`src/rtl/bpbs_pkg.sv`:
```
`default_nettype none

package bpbs_pkg;

    // Widths fixed by the payload fields
    localparam int CODE_W     = 8;
    localparam int VALUE_W    = 16;
    localparam int FLAGS_W    = 8;
    localparam int CYCLES_W   = 8;
    localparam int RB_CODE_W  = 7;
    localparam int RB_VALUE_W = 14;

    // Command nibbles (high nibble of command_code)
    localparam logic [3:0] CMD_SET   = 4'h1;
    localparam logic [3:0] CMD_RUN   = 4'h2;
    localparam logic [3:0] CMD_HALT  = 4'h3;
    localparam logic [3:0] CMD_QUERY = 4'h4;

    // Readback reply code base, timer select goes in bit 0
    localparam logic [RB_CODE_W-1:0] RB_CODE_BASE = 7'h40;

    // Clamp floors and unit conversion
    localparam logic [VALUE_W-1:0] FAST_US_MIN  = 16'd10;
    localparam logic [VALUE_W-1:0] SLOW_MS_MIN  = 16'd1;
    localparam logic [VALUE_W-1:0] ROUND_US     = 16'd5;
    localparam logic [6:0]         TICKS_PER_MS = 7'd100;

    // x / 10 as (x * 52429) >> 19, exact for x below 262144
    localparam logic [15:0] DIV10_MUL   = 16'd52429;
    localparam int          DIV10_SHIFT = 19;

    // Pulse phases
    localparam logic [1:0] PHASE_POS = 2'd0;
    localparam logic [1:0] PHASE_NEG = 2'd1;
    localparam logic [1:0] PHASE_OFF = 2'd2;

    typedef enum logic [2:0] {
        OP_TICK,
        OP_SET,
        OP_START,
        OP_STOP,
        OP_READBACK,
        OP_NOP
    } op_kind_t;

    // Decoded command handed from front to back
    typedef struct packed {
        op_kind_t               kind;
        logic                   sel;     // 1 = slow timer
        logic [RB_VALUE_W-1:0]  value;   // clamped period for storage
        logic [FLAGS_W-1:0]     flags;
    } cmd_t;

    typedef struct packed {
        logic dl;
        logic el;
        logic dr;
        logic er;
    } bridge_t;

    localparam bridge_t LINES_OFF = '{dl: 1'b0, el: 1'b0, dr: 1'b0, er: 1'b0};
    localparam bridge_t LINES_POS = '{dl: 1'b1, el: 1'b1, dr: 1'b0, er: 1'b1};
    localparam bridge_t LINES_NEG = '{dl: 1'b0, el: 1'b1, dr: 1'b1, er: 1'b1};

endpackage

`default_nettype wire

```
`src/rtl/bpbs_front.sv`:
```
`default_nettype none

module bpbs_front
    import bpbs_pkg::*;
#(
    parameter int FAST_US_MAX = 1000,
    parameter int SLOW_MS_MAX = 10000,
    parameter int TICK_W      = 20
) (
    input  wire logic               action,
    input  wire logic [CODE_W-1:0]  command_code,
    input  wire logic [VALUE_W-1:0] value,
    input  wire logic [FLAGS_W-1:0] flags,
    output cmd_t                    cmd,
    output logic [TICK_W-1:0]       ticks
);

    logic [VALUE_W-1:0] fast_us;
    logic [VALUE_W-1:0] slow_ms;
    logic [VALUE_W:0]   fast_round;
    logic [VALUE_W+16:0] fast_prod;
    logic [VALUE_W+6:0] slow_prod;
    logic [TICK_W-1:0]  fast_ticks;
    logic [TICK_W-1:0]  slow_ticks;
    logic               sel;

    assign sel = command_code[0];

    // Clamp the requested periods
    always_comb begin
        fast_us = value;
        if (value < FAST_US_MIN) begin
            fast_us = FAST_US_MIN;
        end else if (value > VALUE_W'(FAST_US_MAX)) begin
            fast_us = VALUE_W'(FAST_US_MAX);
        end
        slow_ms = value;
        if (value < SLOW_MS_MIN) begin
            slow_ms = SLOW_MS_MIN;
        end else if (value > VALUE_W'(SLOW_MS_MAX)) begin
            slow_ms = VALUE_W'(SLOW_MS_MAX);
        end
    end

    // Convert to 10 us ticks: rounded divide by 10, or times 100
    assign fast_round = {1'b0, fast_us} + {1'b0, ROUND_US};
    assign fast_prod  = {16'd0, fast_round} * {17'd0, DIV10_MUL};
    assign slow_prod  = {7'd0, slow_ms} * {16'd0, TICKS_PER_MS};
    assign fast_ticks = TICK_W'(fast_prod >> DIV10_SHIFT);
    assign slow_ticks = TICK_W'(slow_prod);

    // Classify
    always_comb begin
        cmd.kind  = OP_NOP;
        cmd.sel   = sel;
        cmd.value = sel ? slow_ms[RB_VALUE_W-1:0] : fast_us[RB_VALUE_W-1:0];
        cmd.flags = flags;
        ticks     = sel ? slow_ticks : fast_ticks;
        if (!action) begin
            cmd.kind = OP_TICK;
        end else begin
            case (command_code[CODE_W-1:CODE_W-4])
                CMD_SET:   cmd.kind = OP_SET;
                CMD_RUN:   cmd.kind = OP_START;
                CMD_HALT:  cmd.kind = OP_STOP;
                CMD_QUERY: cmd.kind = OP_READBACK;
                default:   cmd.kind = OP_NOP;
            endcase
        end
    end

endmodule

`default_nettype wire

```
`src/rtl/bpbs_queue.sv`:
```
`default_nettype none

module bpbs_queue #(
    parameter int WIDTH = 32
) (
    input  wire logic             aclk,
    input  wire logic             aresetn,
    input  wire logic             push_valid,
    output logic                  push_ready,
    input  wire logic [WIDTH-1:0] push_data,
    output logic                  pop_valid,
    input  wire logic             pop_ready,
    output logic [WIDTH-1:0]      pop_data
);

    logic [WIDTH-1:0] mem [2];
    logic             wr_ptr_reg;
    logic             rd_ptr_reg;
    logic [1:0]       count_reg;
    logic [1:0]       count_next;
    logic             push;
    logic             pop;

    assign push_ready = (count_reg != 2'd2);
    assign pop_valid  = (count_reg != 2'd0);
    assign pop_data   = mem[rd_ptr_reg];
    assign push       = push_valid && push_ready;
    assign pop        = pop_valid && pop_ready;

    always_comb begin
        count_next = count_reg;
        if (push && !pop) begin
            count_next = count_reg + 2'd1;
        end else if (pop && !push) begin
            count_next = count_reg - 2'd1;
        end
    end

    // Storage
    always_ff @(posedge aclk) begin
        if (push) begin
            mem[wr_ptr_reg] <= push_data;
        end
    end

    // Pointers and fill level
    always_ff @(posedge aclk) begin
        if (!aresetn) begin
            wr_ptr_reg <= 1'b0;
            rd_ptr_reg <= 1'b0;
            count_reg  <= 2'd0;
        end else begin
            if (push) begin
                wr_ptr_reg <= ~wr_ptr_reg;
            end
            if (pop) begin
                rd_ptr_reg <= ~rd_ptr_reg;
            end
            count_reg <= count_next;
        end
    end

endmodule

`default_nettype wire

```
`src/rtl/bpbs_back.sv`:
```
`default_nettype none

module bpbs_back
    import bpbs_pkg::*;
#(
    parameter int FAST_TICK_W = 7,
    parameter int SLOW_TICK_W = 20,
    parameter int TICK_W      = 20
) (
    input  wire logic                  aclk,
    input  wire logic                  aresetn,
    input  wire logic                  cmd_valid,
    output logic                       cmd_ready,
    input  wire cmd_t                  cmd,
    input  wire logic [TICK_W-1:0]     ticks,
    output logic                       m_valid,
    input  wire logic                  m_ready,
    output logic                       m_left_drv,
    output logic                       m_left_ena,
    output logic                       m_right_drv,
    output logic                       m_right_ena,
    output logic                       m_running,
    output logic [CYCLES_W-1:0]        m_cycle_count,
    output logic                       m_readback_valid,
    output logic [RB_CODE_W-1:0]       m_readback_code,
    output logic [RB_VALUE_W-1:0]      m_readback_value,
    output logic [FLAGS_W-1:0]         m_readback_flags
);

    // Sequencer state
    logic                   run_reg, run_next;
    logic                   pending_reg, pending_next;
    logic [1:0]             phase_reg, phase_next;
    logic [FAST_TICK_W-1:0] fast_period_reg, fast_period_next;
    logic [FAST_TICK_W-1:0] fast_cnt_reg, fast_cnt_next;
    logic                   fast_active_reg, fast_active_next;
    logic [SLOW_TICK_W-1:0] slow_period_reg, slow_period_next;
    logic [SLOW_TICK_W-1:0] slow_cnt_reg, slow_cnt_next;
    logic                   slow_active_reg, slow_active_next;
    logic [RB_VALUE_W-1:0]  stored_value_reg [2];
    logic [FLAGS_W-1:0]     stored_flags_reg [2];
    bridge_t                lines_reg, lines_next;
    logic [CYCLES_W-1:0]    cycles_reg, cycles_next;

    // Result register
    logic                   m_valid_reg;
    bridge_t                m_lines_reg;
    logic                   m_running_reg;
    logic [CYCLES_W-1:0]    m_cycles_reg;
    logic                   m_rb_valid_reg;
    logic [RB_CODE_W-1:0]   m_rb_code_reg;
    logic [RB_VALUE_W-1:0]  m_rb_value_reg;
    logic [FLAGS_W-1:0]     m_rb_flags_reg;

    logic                   rb_valid;
    logic [RB_CODE_W-1:0]   rb_code;
    logic [RB_VALUE_W-1:0]  rb_value;
    logic [FLAGS_W-1:0]     rb_flags;

    logic                   fire;
    logic                   fast_counting;
    logic                   slow_counting;
    logic [FAST_TICK_W:0]   fast_inc;
    logic [SLOW_TICK_W:0]   slow_inc;
    logic                   fast_expire;
    logic                   slow_expire;

    assign cmd_ready = !m_valid_reg || m_ready;
    assign fire      = cmd_valid && cmd_ready;

    // Counter increment and expiry detect
    assign fast_counting = fast_active_reg && (fast_period_reg != '0);
    assign slow_counting = slow_active_reg && (slow_period_reg != '0);
    assign fast_inc      = {1'b0, fast_cnt_reg} + {{FAST_TICK_W{1'b0}}, 1'b1};
    assign slow_inc      = {1'b0, slow_cnt_reg} + {{SLOW_TICK_W{1'b0}}, 1'b1};
    assign fast_expire   = fast_counting && (fast_inc >= {1'b0, fast_period_reg});
    assign slow_expire   = slow_counting && (slow_inc >= {1'b0, slow_period_reg});

    // Execute one transaction
    always_comb begin
        run_next         = run_reg;
        pending_next     = pending_reg;
        phase_next       = phase_reg;
        fast_period_next = fast_period_reg;
        fast_cnt_next    = fast_cnt_reg;
        fast_active_next = fast_active_reg;
        slow_period_next = slow_period_reg;
        slow_cnt_next    = slow_cnt_reg;
        slow_active_next = slow_active_reg;
        lines_next       = lines_reg;
        cycles_next      = cycles_reg;
        rb_valid         = 1'b0;
        rb_code          = '0;
        rb_value         = '0;
        rb_flags         = '0;
        case (cmd.kind)
            OP_TICK: begin
                if (fast_counting) begin
                    fast_cnt_next = fast_expire ? '0 : fast_inc[FAST_TICK_W-1:0];
                end
                if (slow_counting) begin
                    slow_cnt_next = slow_expire ? '0 : slow_inc[SLOW_TICK_W-1:0];
                end
                // fast expiry first
                if (fast_expire && run_reg) begin
                    case (phase_reg)
                        PHASE_POS: begin
                            lines_next = LINES_POS;
                            phase_next = PHASE_NEG;
                        end
                        PHASE_NEG: begin
                            lines_next = LINES_NEG;
                            phase_next = PHASE_OFF;
                        end
                        PHASE_OFF: begin
                            lines_next       = LINES_OFF;
                            fast_active_next = 1'b0;
                        end
                        default: ;
                    endcase
                end
                // then slow expiry
                if (slow_expire && run_reg) begin
                    phase_next = PHASE_POS;
                    if (pending_reg) begin
                        slow_active_next = 1'b0;
                        run_next         = 1'b0;
                        pending_next     = 1'b0;
                    end else begin
                        cycles_next      = cycles_reg + CYCLES_W'(1);
                        fast_cnt_next    = '0;
                        fast_active_next = 1'b1;
                    end
                end
            end
            OP_SET: begin
                if (cmd.sel) begin
                    slow_period_next = ticks[SLOW_TICK_W-1:0];
                    slow_active_next = 1'b0;
                    slow_cnt_next    = '0;
                end else begin
                    fast_period_next = ticks[FAST_TICK_W-1:0];
                    fast_active_next = 1'b0;
                    fast_cnt_next    = '0;
                end
            end
            OP_START: begin
                if (!run_reg) begin
                    pending_next     = 1'b0;
                    phase_next       = PHASE_POS;
                    fast_cnt_next    = '0;
                    slow_cnt_next    = '0;
                    fast_active_next = 1'b1;
                    slow_active_next = 1'b1;
                    run_next         = 1'b1;
                end
            end
            OP_STOP: begin
                pending_next = 1'b1;
            end
            OP_READBACK: begin
                rb_valid = 1'b1;
                rb_code  = RB_CODE_BASE | {{(RB_CODE_W-1){1'b0}}, cmd.sel};
                rb_value = stored_value_reg[cmd.sel];
                rb_flags = stored_flags_reg[cmd.sel];
            end
            default: ;
        endcase
    end

    // State update
    always_ff @(posedge aclk) begin
        if (!aresetn) begin
            run_reg             <= 1'b0;
            pending_reg         <= 1'b0;
            phase_reg           <= PHASE_POS;
            fast_period_reg     <= '0;
            fast_cnt_reg        <= '0;
            fast_active_reg     <= 1'b0;
            slow_period_reg     <= '0;
            slow_cnt_reg        <= '0;
            slow_active_reg     <= 1'b0;
            stored_value_reg[0] <= '0;
            stored_value_reg[1] <= '0;
            stored_flags_reg[0] <= '0;
            stored_flags_reg[1] <= '0;
            lines_reg           <= LINES_OFF;
            cycles_reg          <= '0;
        end else if (fire) begin
            run_reg         <= run_next;
            pending_reg     <= pending_next;
            phase_reg       <= phase_next;
            fast_period_reg <= fast_period_next;
            fast_cnt_reg    <= fast_cnt_next;
            fast_active_reg <= fast_active_next;
            slow_period_reg <= slow_period_next;
            slow_cnt_reg    <= slow_cnt_next;
            slow_active_reg <= slow_active_next;
            lines_reg       <= lines_next;
            cycles_reg      <= cycles_next;
            if (cmd.kind == OP_SET) begin
                stored_value_reg[cmd.sel] <= cmd.value;
                stored_flags_reg[cmd.sel] <= cmd.flags;
            end
        end
    end

    // Result register valid
    always_ff @(posedge aclk) begin
        if (!aresetn) begin
            m_valid_reg <= 1'b0;
        end else if (fire) begin
            m_valid_reg <= 1'b1;
        end else if (m_ready) begin
            m_valid_reg <= 1'b0;
        end
    end

    // Result register payload
    always_ff @(posedge aclk) begin
        if (fire) begin
            m_lines_reg    <= lines_next;
            m_running_reg  <= run_next;
            m_cycles_reg   <= cycles_next;
            m_rb_valid_reg <= rb_valid;
            m_rb_code_reg  <= rb_code;
            m_rb_value_reg <= rb_value;
            m_rb_flags_reg <= rb_flags;
        end
    end

    assign m_valid          = m_valid_reg;
    assign m_left_drv       = m_lines_reg.dl;
    assign m_left_ena       = m_lines_reg.el;
    assign m_right_drv      = m_lines_reg.dr;
    assign m_right_ena      = m_lines_reg.er;
    assign m_running        = m_running_reg;
    assign m_cycle_count    = m_cycles_reg;
    assign m_readback_valid = m_rb_valid_reg;
    assign m_readback_code  = m_rb_code_reg;
    assign m_readback_value = m_rb_value_reg;
    assign m_readback_flags = m_rb_flags_reg;

endmodule

`default_nettype wire

```
`src/rtl/bipolar_pulse_bridge_sequencer.sv`:
```
// Channel   Direction  Handshake          Payload
// s_        in         s_valid / s_ready  action, command_code, value, flags
// m_        out        m_valid / m_ready  bridge lines, running, cycle_count, readback_*
//
// One transaction per clock when m_ready stays high. The front decodes into a
// two-entry queue and the back executes the queue head into the result register,
// so m_valid rises once the transaction has passed the queue and the result register.
// The execute stage updates all counters and the pulse state together.
// Reset is synchronous, active low, and clears all state but the queue storage and
// the result payload, with no clearing pass. A stalled m_ready holds the result;
// up to two more transactions are queued before s_ready drops.
`default_nettype none

module bipolar_pulse_bridge_sequencer
    import bpbs_pkg::*;
#(
    parameter int FAST_US_MAX = 1000,
    parameter int SLOW_MS_MAX = 10000
) (
    input  wire logic               aclk,
    input  wire logic               aresetn,
    input  wire logic               s_valid,
    output logic                    s_ready,
    input  wire logic               s_action,
    input  wire logic [CODE_W-1:0]  s_command_code,
    input  wire logic [VALUE_W-1:0] s_value,
    input  wire logic [FLAGS_W-1:0] s_flags,
    output logic                    m_valid,
    input  wire logic               m_ready,
    output logic                    m_left_drv,
    output logic                    m_left_ena,
    output logic                    m_right_drv,
    output logic                    m_right_ena,
    output logic                    m_running,
    output logic [CYCLES_W-1:0]     m_cycle_count,
    output logic                    m_readback_valid,
    output logic [RB_CODE_W-1:0]    m_readback_code,
    output logic [RB_VALUE_W-1:0]   m_readback_value,
    output logic [FLAGS_W-1:0]      m_readback_flags
);

    localparam int FAST_TICK_W = $clog2((FAST_US_MAX + 5) / 10 + 1);
    localparam int SLOW_TICK_W = $clog2(SLOW_MS_MAX * 100 + 1);
    localparam int TICK_W      = (FAST_TICK_W > SLOW_TICK_W) ? FAST_TICK_W : SLOW_TICK_W;
    localparam int Q_W         = $bits(cmd_t) + TICK_W;

    cmd_t              front_cmd;
    logic [TICK_W-1:0] front_ticks;
    cmd_t              back_cmd;
    logic [TICK_W-1:0] back_ticks;
    logic [Q_W-1:0]    q_out;
    logic              q_valid;
    logic              q_ready;

    bpbs_front #(
        .FAST_US_MAX (FAST_US_MAX),
        .SLOW_MS_MAX (SLOW_MS_MAX),
        .TICK_W      (TICK_W)
    ) u_front (
        .action       (s_action),
        .command_code (s_command_code),
        .value        (s_value),
        .flags        (s_flags),
        .cmd          (front_cmd),
        .ticks        (front_ticks)
    );

    bpbs_queue #(
        .WIDTH (Q_W)
    ) u_queue (
        .aclk       (aclk),
        .aresetn    (aresetn),
        .push_valid (s_valid),
        .push_ready (s_ready),
        .push_data  ({front_cmd, front_ticks}),
        .pop_valid  (q_valid),
        .pop_ready  (q_ready),
        .pop_data   (q_out)
    );

    assign back_cmd   = q_out[Q_W-1:TICK_W];
    assign back_ticks = q_out[TICK_W-1:0];

    bpbs_back #(
        .FAST_TICK_W (FAST_TICK_W),
        .SLOW_TICK_W (SLOW_TICK_W),
        .TICK_W      (TICK_W)
    ) u_back (
        .aclk             (aclk),
        .aresetn          (aresetn),
        .cmd_valid        (q_valid),
        .cmd_ready        (q_ready),
        .cmd              (back_cmd),
        .ticks            (back_ticks),
        .m_valid          (m_valid),
        .m_ready          (m_ready),
        .m_left_drv       (m_left_drv),
        .m_left_ena       (m_left_ena),
        .m_right_drv      (m_right_drv),
        .m_right_ena      (m_right_ena),
        .m_running        (m_running),
        .m_cycle_count    (m_cycle_count),
        .m_readback_valid (m_readback_valid),
        .m_readback_code  (m_readback_code),
        .m_readback_value (m_readback_value),
        .m_readback_flags (m_readback_flags)
    );

endmodule

`default_nettype wire
```
`config.mk`:
```
export PLATFORM = sky130hd
export DESIGN_NAME = bipolar_pulse_bridge_sequencer
export DESIGN_NICKNAME = d
export VERILOG_FILES = /design/src/rtl/bpbs_pkg.sv /design/src/rtl/bpbs_front.sv /design/src/rtl/bpbs_queue.sv /design/src/rtl/bpbs_back.sv /design/src/rtl/bipolar_pulse_bridge_sequencer.sv
export SDC_FILE = /design/constraint.sdc
export NUM_CORES = 1
export LEC_CHECK = 0
export BUFFER_PORTS_ARGS = -buffer_cell sky130_fd_sc_hd__buf_2
export CORE_ASPECT_RATIO = 0.5
export CORE_MARGIN = 2
export CORE_UTILIZATION = 30
export CTS_BUF_LIST = sky130_fd_sc_hd__clkbuf_8
export DETAILED_ROUTE_END_ITERATION = 8
export PLACE_DENSITY = 0.43
export SETUP_SLACK_MARGIN = 0.05
export SLEW_MARGIN = 20
export SYNTH_ARGS = -nofsm -noshare
export SYNTH_HDL_FRONTEND = slang
export SYNTH_SLANG_ARGS = --single-unit
```
`constraint.sdc`:
```
create_clock -name aclk -period 26.4 [get_ports aclk]
set_input_delay 3.96 -clock aclk [delete_from_list [all_inputs] [get_ports aclk]]
set_output_delay 3.96 -clock aclk [all_outputs]
set_load 0.02 [all_outputs]
```
# Word-level counts from Yosys, hierarchy flattened
# Memory sizes are Yosys's and may differ from the RTL's. A register that Yosys moved wholly into a read port is not among the register bits.
# Cells that the tools add are included.
# classes
shift	0
n_mul	2
n_eq_ne	19
div	0
add_sub_neg	6
order_cmp	6
n_reduce_logical	35
n_bitwise	3
n_mux	69
# ops
cell	n
20-bit 2-to-1 mux	5
16-bit 2-to-1 mux	4
20-bit one-hot mux with 3 select lines	1
7-bit 2-to-1 mux	7
17-bit by 16-bit multiplier with 33-bit output, second input constant	1
8-bit 2-to-1 mux	4
1-bit 2-to-1 mux	29
14-bit 2-to-1 mux	2
20-bit by 1-bit adder with 21-bit output, second input constant	1
21-bit by 20-bit >= comparator with 1-bit output	1
7-bit one-hot mux with 3 select lines	1
20-bit nonzero test	1
16-bit by 5-bit multiplier with 18-bit output, second input constant	1
16-bit by 3-bit adder with 17-bit output, second input constant	1
16-bit by 10-bit > comparator with 1-bit output, second input constant	1
16-bit by 14-bit > comparator with 1-bit output, second input constant	1
16-bit by 1-bit < comparator with 1-bit output, second input constant	1
16-bit by 4-bit < comparator with 1-bit output, second input constant	1
14-bit OR reduction	1
3-bit one-hot mux with 4 select lines	1
4-bit one-hot mux with 3 select lines	1
1-bit logical AND	10
2-bit 2-to-1 mux	5
5-bit AND reduction	2
34 further kinds	57
# word_totals
latch_bits	0
output_inout_bits	45
regBits	98
ram_bits	136
memories	3
romBits	0
# mem_list
name	depth	word_bits	read_ports	rd_clocked_by_memory_dff	wr	line_no	text
u_queue.mem	2	46	1	1	1	bpbs_queue.sv:16	logic [WIDTH-1:0] mem [2];
u_back.stored_value_reg	2	14	1	1	2	bpbs_back.sv:40	logic [RB_VALUE_W-1:0] stored_value_reg [2];
u_back.stored_flags_reg	2	8	1	1	2	bpbs_back.sv:41	logic [FLAGS_W-1:0] stored_flags_reg [2];

# Logic depth before layout (Yosys ltp)
# logic_depth
word_depth	8
depth_mapped	36

# Hierarchy
# From an unflattened synthesis, not the netlist that was laid out.
# hier_totals
cells_unflattened	1743
hier_area_um2	18213.7
# by_module_without_submodules
mod	cells_per_inst	area_per_inst_um2	instances
bpbs_back	739	7544.7	1
bpbs_front	837	7110.6	1
bpbs_queue	167	3558.4	1

# Worst setup path after synthesis
# Ideal clock, no wire load.
# synth_timing
kind	in2reg
from	input port s_value[6]
to	memory u_queue.mem[0][7] in the netlist's numbering (data pin)
required_time_ps	26130
path_buffers	2
arrival_time_ps	11501
path_stages	32
slack_ps	14629
path_cell_list	buf_2 > nand3_1 > nor3_1 > nor2_1 > a21oi_1 > inv_1 > ha_1 > buf_1 > nor2_1 > nor3_1 > nand2_1 > o211ai_1 > ha_1 > inv_1 > fa_1 > inv_1 > fa_1 > fa_1 > fa_1 > inv_1 > fa_1 > inv_1 > ha_1 > a21oi_1 > o21ai_0 > nor4_1 > o21ai_0 > o21ai_2 > o21ai_1 > a21oi_1 > xor2_1 > o21ai_1
# synth_between
elab_chain_cells	6
elab_cells_between_ends	12
cone_classes	add/sub (1); mul (2); order compare (4); mux (5)
# synth_lines
item	line_no	text
start, declared	bipolar_pulse_bridge_sequencer.sv:26	input wire logic [VALUE_W-1:0] s_value,
16-bit by 10-bit > comparator with 1-bit output	bpbs_front.sv:34	end else if (value > VALUE_W'(FAST_US_MAX)) begin
16-bit 2-to-1 mux	bpbs_front.sv:34	
16-bit 2-to-1 mux	bpbs_front.sv:32	if (value < FAST_US_MIN) begin
16-bit by 3-bit adder with 17-bit output	bpbs_front.sv:46	assign fast_round = {1'b0, fast_us} + {1'b0, ROUND_US};
17-bit by 16-bit multiplier with 33-bit output	bpbs_front.sv:47	assign fast_prod = {16'd0, fast_round} * {17'd0, DIV10_MUL};
20-bit 2-to-1 mux *	bpbs_front.sv:58	ticks = sel ? slow_ticks : fast_ticks;
named net front_ticks[7]	bipolar_pulse_bridge_sequencer.sv:48	logic [TICK_W-1:0] front_ticks;
end, declared	bpbs_queue.sv:16	
# The timed path passes the listed nets; every way through them passes the cells marked *.

# Worst setup path in the final report
# layout_timing
from	input port s_value[15]
to	memory u_queue.mem[1][4] in the netlist's numbering (data pin)
# Same word-level chain as after synthesis.

==> flow_results.xml <==
<?xml version="1.0" encoding="UTF-8"?>
<metrics>
  <group name="power_and_ir_drop">
    <metric name="worst_vdd_ir" unit="mV">0.0460</metric>
    <metric name="power-per-cell-area" unit="nW/um2">80.1</metric>
    <metric name="total_leakage_power" unit="uW">0.00898</metric>
  </group>
  <group name="clock_tree">
    <metric name="cts_setup_buffers" unit="">0</metric>
    <metric name="clkTransAtPathRegs" unit="ns">0.06</metric>
    <metric name="cts_buffers" unit="">45</metric>
    <metric name="post_cts_resize_count" unit="">0</metric>
    <metric name="postCtsHoldBufs" unit="">0</metric>
    <metric name="clk_latency" unit="ns">0.57</metric>
    <metric name="clock_sinks" unit="">251</metric>
    <metric name="clock-root-buffer" unit="">sky130_fd_sc_hd__clkbuf_8</metric>
    <metric name="cts_tree" unit="">done</metric>
    <metric name="h_tree_levels" unit="">2</metric>
    <metric name="ctsLongestPathBuffers" unit="">3</metric>
  </group>
  <group name="floorplan">
    <metric name="floorplan.io_pins" unit="">82</metric>
    <metric name="core_region_area" unit="um2">57700</metric>
    <metric name="start_util" unit="%">30.6</metric>
    <metric name="floorplan.rows" unit="">62</metric>
    <metric name="die_x" unit="um">347</metric>
    <metric name="design.die.area" unit="um2">60900</metric>
    <metric name="die_h" unit="um">175</metric>
  </group>
  <group name="grt">
    <metric name="maximum_number_of_pins_on_one_net_before_global_route_repair" unit="">48</metric>
    <metric name="global_route.overflow_total" unit="">0</metric>
    <metric name="antenna_violations_before_repair" unit="">0</metric>
    <metric name="first_pass_grt_wire_length" unit="um">65800</metric>
    <metric name="grt_pass1_vias" unit="">12000</metric>
    <metric name="groute.usage.overall" unit="%">13.5</metric>
  </group>
  <group name="synth">
    <metric name="post_synth_instance_area" unit="um2">17600</metric>
    <metric name="biggest_area_consumer_among_synthesized_cells" unit="">sky130_fd_sc_hd__edfxtp_1</metric>
    <metric name="yosys_register_bits" unit="">251</metric>
    <metric name="dominant_synthesized_flop_cell" unit="">sky130_fd_sc_hd__edfxtp_1</metric>
    <metric name="synth.yosys.seq_area_share" unit="%">38.3</metric>
    <metric name="synth_edf_count" unit="">173</metric>
    <metric name="synth.top_cell.area_share" unit="%">29.4</metric>
    <metric name="ys_async_sr_fraction" unit="%">0</metric>
    <metric name="yosysWarningCount" unit="">0</metric>
    <metric name="synth.avg_cell_area" unit="um2">10.3</metric>
    <metric name="top_post_synthesis_cells_by_area" unit="">sky130_fd_sc_hd__edfxtp_1, sky130_fd_sc_hd__ha_1, sky130_fd_sc_hd__fa_1</metric>
    <metric name="syn-instance-count" unit="">1710</metric>
    <metric name="synth_unique_cells" unit="">76</metric>
    <metric name="yosys-top-cells-count" unit="">sky130_fd_sc_hd__inv_1, sky130_fd_sc_hd__ha_1, sky130_fd_sc_hd__edfxtp_1</metric>
    <metric name="most_frequent_cell_after_synthesis" unit="">sky130_fd_sc_hd__inv_1</metric>
  </group>
  <group name="setup_path">
    <metric name="crit_required" unit="ns">26.69</metric>
    <metric name="worst_r2r_path_depth" unit="">13</metric>
    <metric name="timing.critical_path.from" unit="">s_value[15]</metric>
    <metric name="timing.rr.start" unit="">u_back.slow_cnt_reg[0]$_SDFFE_PN0P_</metric>
    <metric name="crit_path_max_fanout" unit="">16</metric>
    <metric name="timing.critical_path.from_type" unit="">input pin</metric>
    <metric name="critical-path-top-delay-family" unit="">adder cells</metric>
    <metric name="reg2reg_setup_slack" unit="ns">21.99</metric>
    <metric name="slowest_delay" unit="ns">0.57</metric>
    <metric name="worst-setup-path-type" unit="">in -&gt; reg</metric>
    <metric name="cp.arrival" unit="ns">13.74</metric>
    <metric name="timing.rr.end" unit="">u_back.fast_cnt_reg[0]$_SDFFE_PN0P_</metric>
    <metric name="critPathCaptureType" unit="">flop</metric>
    <metric name="cp_num_cells" unit="">33</metric>
    <metric name="critical_path.endpoint" unit="">u_queue.mem[1][4]$_DFFE_PP_</metric>
    <metric name="crit_slowest_cell" unit="">sky130_fd_sc_hd__o211ai_1</metric>
    <metric name="cp.buffers_inverters" unit="">8</metric>
  </group>
  <group name="placed_design">
    <metric name="hpwl" unit="um">30100</metric>
    <metric name="gp_congestion" unit="">0.777</metric>
    <metric name="detailed_place.area" unit="um2">19000</metric>
    <metric name="io_buffer_count" unit="">73</metric>
  </group>
  <group name="sta">
    <metric name="slew_viol_final" unit="">0</metric>
    <metric name="timing.final.crit_share" unit="%">51.0</metric>
    <metric name="rsz0062_at_grt" unit="">false</metric>
    <metric name="setup_viols_final" unit="">0</metric>
    <metric name="timing_worst_slew_pin_value" unit="ns">0.946</metric>
    <metric name="setup-tns-final" unit="ns">0</metric>
    <metric name="timing.clock.skew" unit="ns">0.0291</metric>
    <metric name="hold_viol_final" unit="">0</metric>
    <metric name="maxSlewHeadroom" unit="%">36.2</metric>
    <metric name="max_freq" unit="MHz">74.3</metric>
    <metric name="post-route-min-period" unit="ns">13.45</metric>
  </group>
  <group name="worst_hold_path">
    <metric name="worst_hold_path_type" unit="">reg -&gt; reg</metric>
  </group>
  <group name="status">
    <metric name="run_status" unit="">finished, final reports clean</metric>
  </group>
  <group name="routing">
    <metric name="detail_route.first_pass.iterations" unit="">4</metric>
    <metric name="remaining_design_rule_violation_count" unit="">0</metric>
    <metric name="detail_route.vias_per_cell" unit="">4.52</metric>
    <metric name="post_drt_wl_per_cell" unit="um">15.4</metric>
    <metric name="totalWireLength" unit="um">40500</metric>
    <metric name="route.vias.total" unit="">11900</metric>
    <metric name="antenna_violating_nets_post_route" unit="">0</metric>
    <metric name="drt_iter0_markers" unit="">497</metric>
  </group>
  <group name="flow_run">
    <metric name="cap_viol_max_count" unit="">0</metric>
  </group>
  <group name="finish">
    <metric name="area_growth_syn_to_layout" unit="%">12.8</metric>
    <metric name="finalNetCount" unit="">2175</metric>
    <metric name="insertedDiodeCount" unit="">0</metric>
    <metric name="final_layout_size_suffix_gt1_share" unit="%">9.91</metric>
    <metric name="stdcell_area" unit="um2">19900</metric>
    <metric name="largest_reg_flops" unit="">92</metric>
  </group>
</metrics>
## worst reg2reg max path, stage by stage (launching register included)
cell and delay, ns:
sky130_fd_sc_hd__dfxtp_1 0.45, sky130_fd_sc_hd__ha_1 0.24, sky130_fd_sc_hd__and3_1 0.22, sky130_fd_sc_hd__nand3_1 0.21, sky130_fd_sc_hd__nor3_1 0.64, sky130_fd_sc_hd__nand3_1 0.18, sky130_fd_sc_hd__xnor2_1 0.23, sky130_fd_sc_hd__ha_1 0.28
sky130_fd_sc_hd__a21o_1 0.16, sky130_fd_sc_hd__a221oi_1 0.62, sky130_fd_sc_hd__nor4_1 0.10, sky130_fd_sc_hd__a41o_1 0.32, sky130_fd_sc_hd__o22ai_1 0.46, sky130_fd_sc_hd__mux2_2 0.25
## placed cells by master (no fill, tap or decap), types with 17 or more instances in the layout
cell type	instances
sky130_fd_sc_hd__nand3_1	42
sky130_fd_sc_hd__xor2_1	34
sky130_fd_sc_hd__a21oi_1	77
sky130_fd_sc_hd__buf_4	19
sky130_fd_sc_hd__xnor2_1	39
sky130_fd_sc_hd__o22ai_1	27
sky130_fd_sc_hd__nand2_1	112
sky130_fd_sc_hd__o21ai_0	39
sky130_fd_sc_hd__fa_1	96
sky130_fd_sc_hd__ha_1	209
sky130_fd_sc_hd__nor2_1	111
sky130_fd_sc_hd__a21o_1	28
sky130_fd_sc_hd__clkbuf_8	47
sky130_fd_sc_hd__conb_1	47
sky130_fd_sc_hd__mux2i_1	53
sky130_fd_sc_hd__nor3_1	25
sky130_fd_sc_hd__edfxtp_1	173
sky130_fd_sc_hd__buf_2	73
sky130_fd_sc_hd__inv_1	289
sky130_fd_sc_hd__and3_1	17
sky130_fd_sc_hd__dfxtp_1	77
## area by class of cell
type	instances	area (um2)
Fill cell	5956	37800
Multi-Input combinational cell	1165	9770
Sequential cell	251	6760
Inverter	278	1040
Tap cell	768	961
Clock buffer	47	647
Timing Repair Buffer	92	508
Clock inverter	34	214
## metrics by stage
step | utilization [%] | cells | hold WS, ns | setup WS [ns] | total power (uW)
final | 34.5 | 2635 | 0.486 | 12.95 | 1590
after detailed placement | 33.0 | 2554 | 0.471 | 12.27 | 1250
after CTS | 34.5 | 2635 | 0.486 | 12.86 | 1620
after floorplan | - | 1755 | 0.451 | 14.63 | 1040
after global routing | 34.5 | 2635 | 0.514 | 12.22 | 1730
after global placement | 33.0 | 2554 | 0.461 | 12.24 | 1260
## report_power, final
group	leakage [uW]	internal, uW	switching, uW
registers	0.00231	524	24.7
clock network	0.000493	187	163
logic	0.00617	244	451
total	0.00898	955	639
## logic make-up after synthesis
group | Yosys count | share of synthesized area, %
simple gates | 408 | 11.2
buf+inv | 339 | 7.43
fa+ha+maj | 305 | 25.7
compound gates | 273 | 10.3
flops | 251 | 38.3
xor+xnor | 73 | 3.62
mux | 59 | 3.38
other cells | 2 | 0.0426
## routing by layer
| metal | track usage [%] | part of all wire [%] |
|---|---|---|
| met3 | 1.57 | 2.1 |
| met5 | 0 | 0 |
| met2 | 22.7 | 46 |
| met4 | 3.42 | 1.9 |
| met1 | 18.5 | 50 |
## how the worst min path moves through the flow
stage	slack [ns]	cells past startpoint	from	endpoint
after floorplan	0.45	2	u_back.slow_period_reg[0]$_SDFFE_PN0P_	u_back.slow_period_reg[0]$_SDFFE_PN0P_
after global placement	0.46	2	u_back.lines_reg[1]$_SDFFE_PN0P_	u_back.lines_reg[1]$_SDFFE_PN0P_
after detailed placement	0.47	2	u_back.lines_reg[1]$_SDFFE_PN0P_	u_back.lines_reg[1]$_SDFFE_PN0P_
after CTS	0.49	2	u_back.lines_reg[2]$_SDFFE_PN0P_	u_back.lines_reg[2]$_SDFFE_PN0P_
after global routing	0.51	2	u_back.cycles_reg[1]$_SDFFE_PN0P_	u_back.cycles_reg[1]$_SDFFE_PN0P_
final	0.49	2	u_back.lines_reg[1]$_SDFFE_PN0P_	u_back.lines_reg[1]$_SDFFE_PN0P_
(Power assumes the default switching activity.)
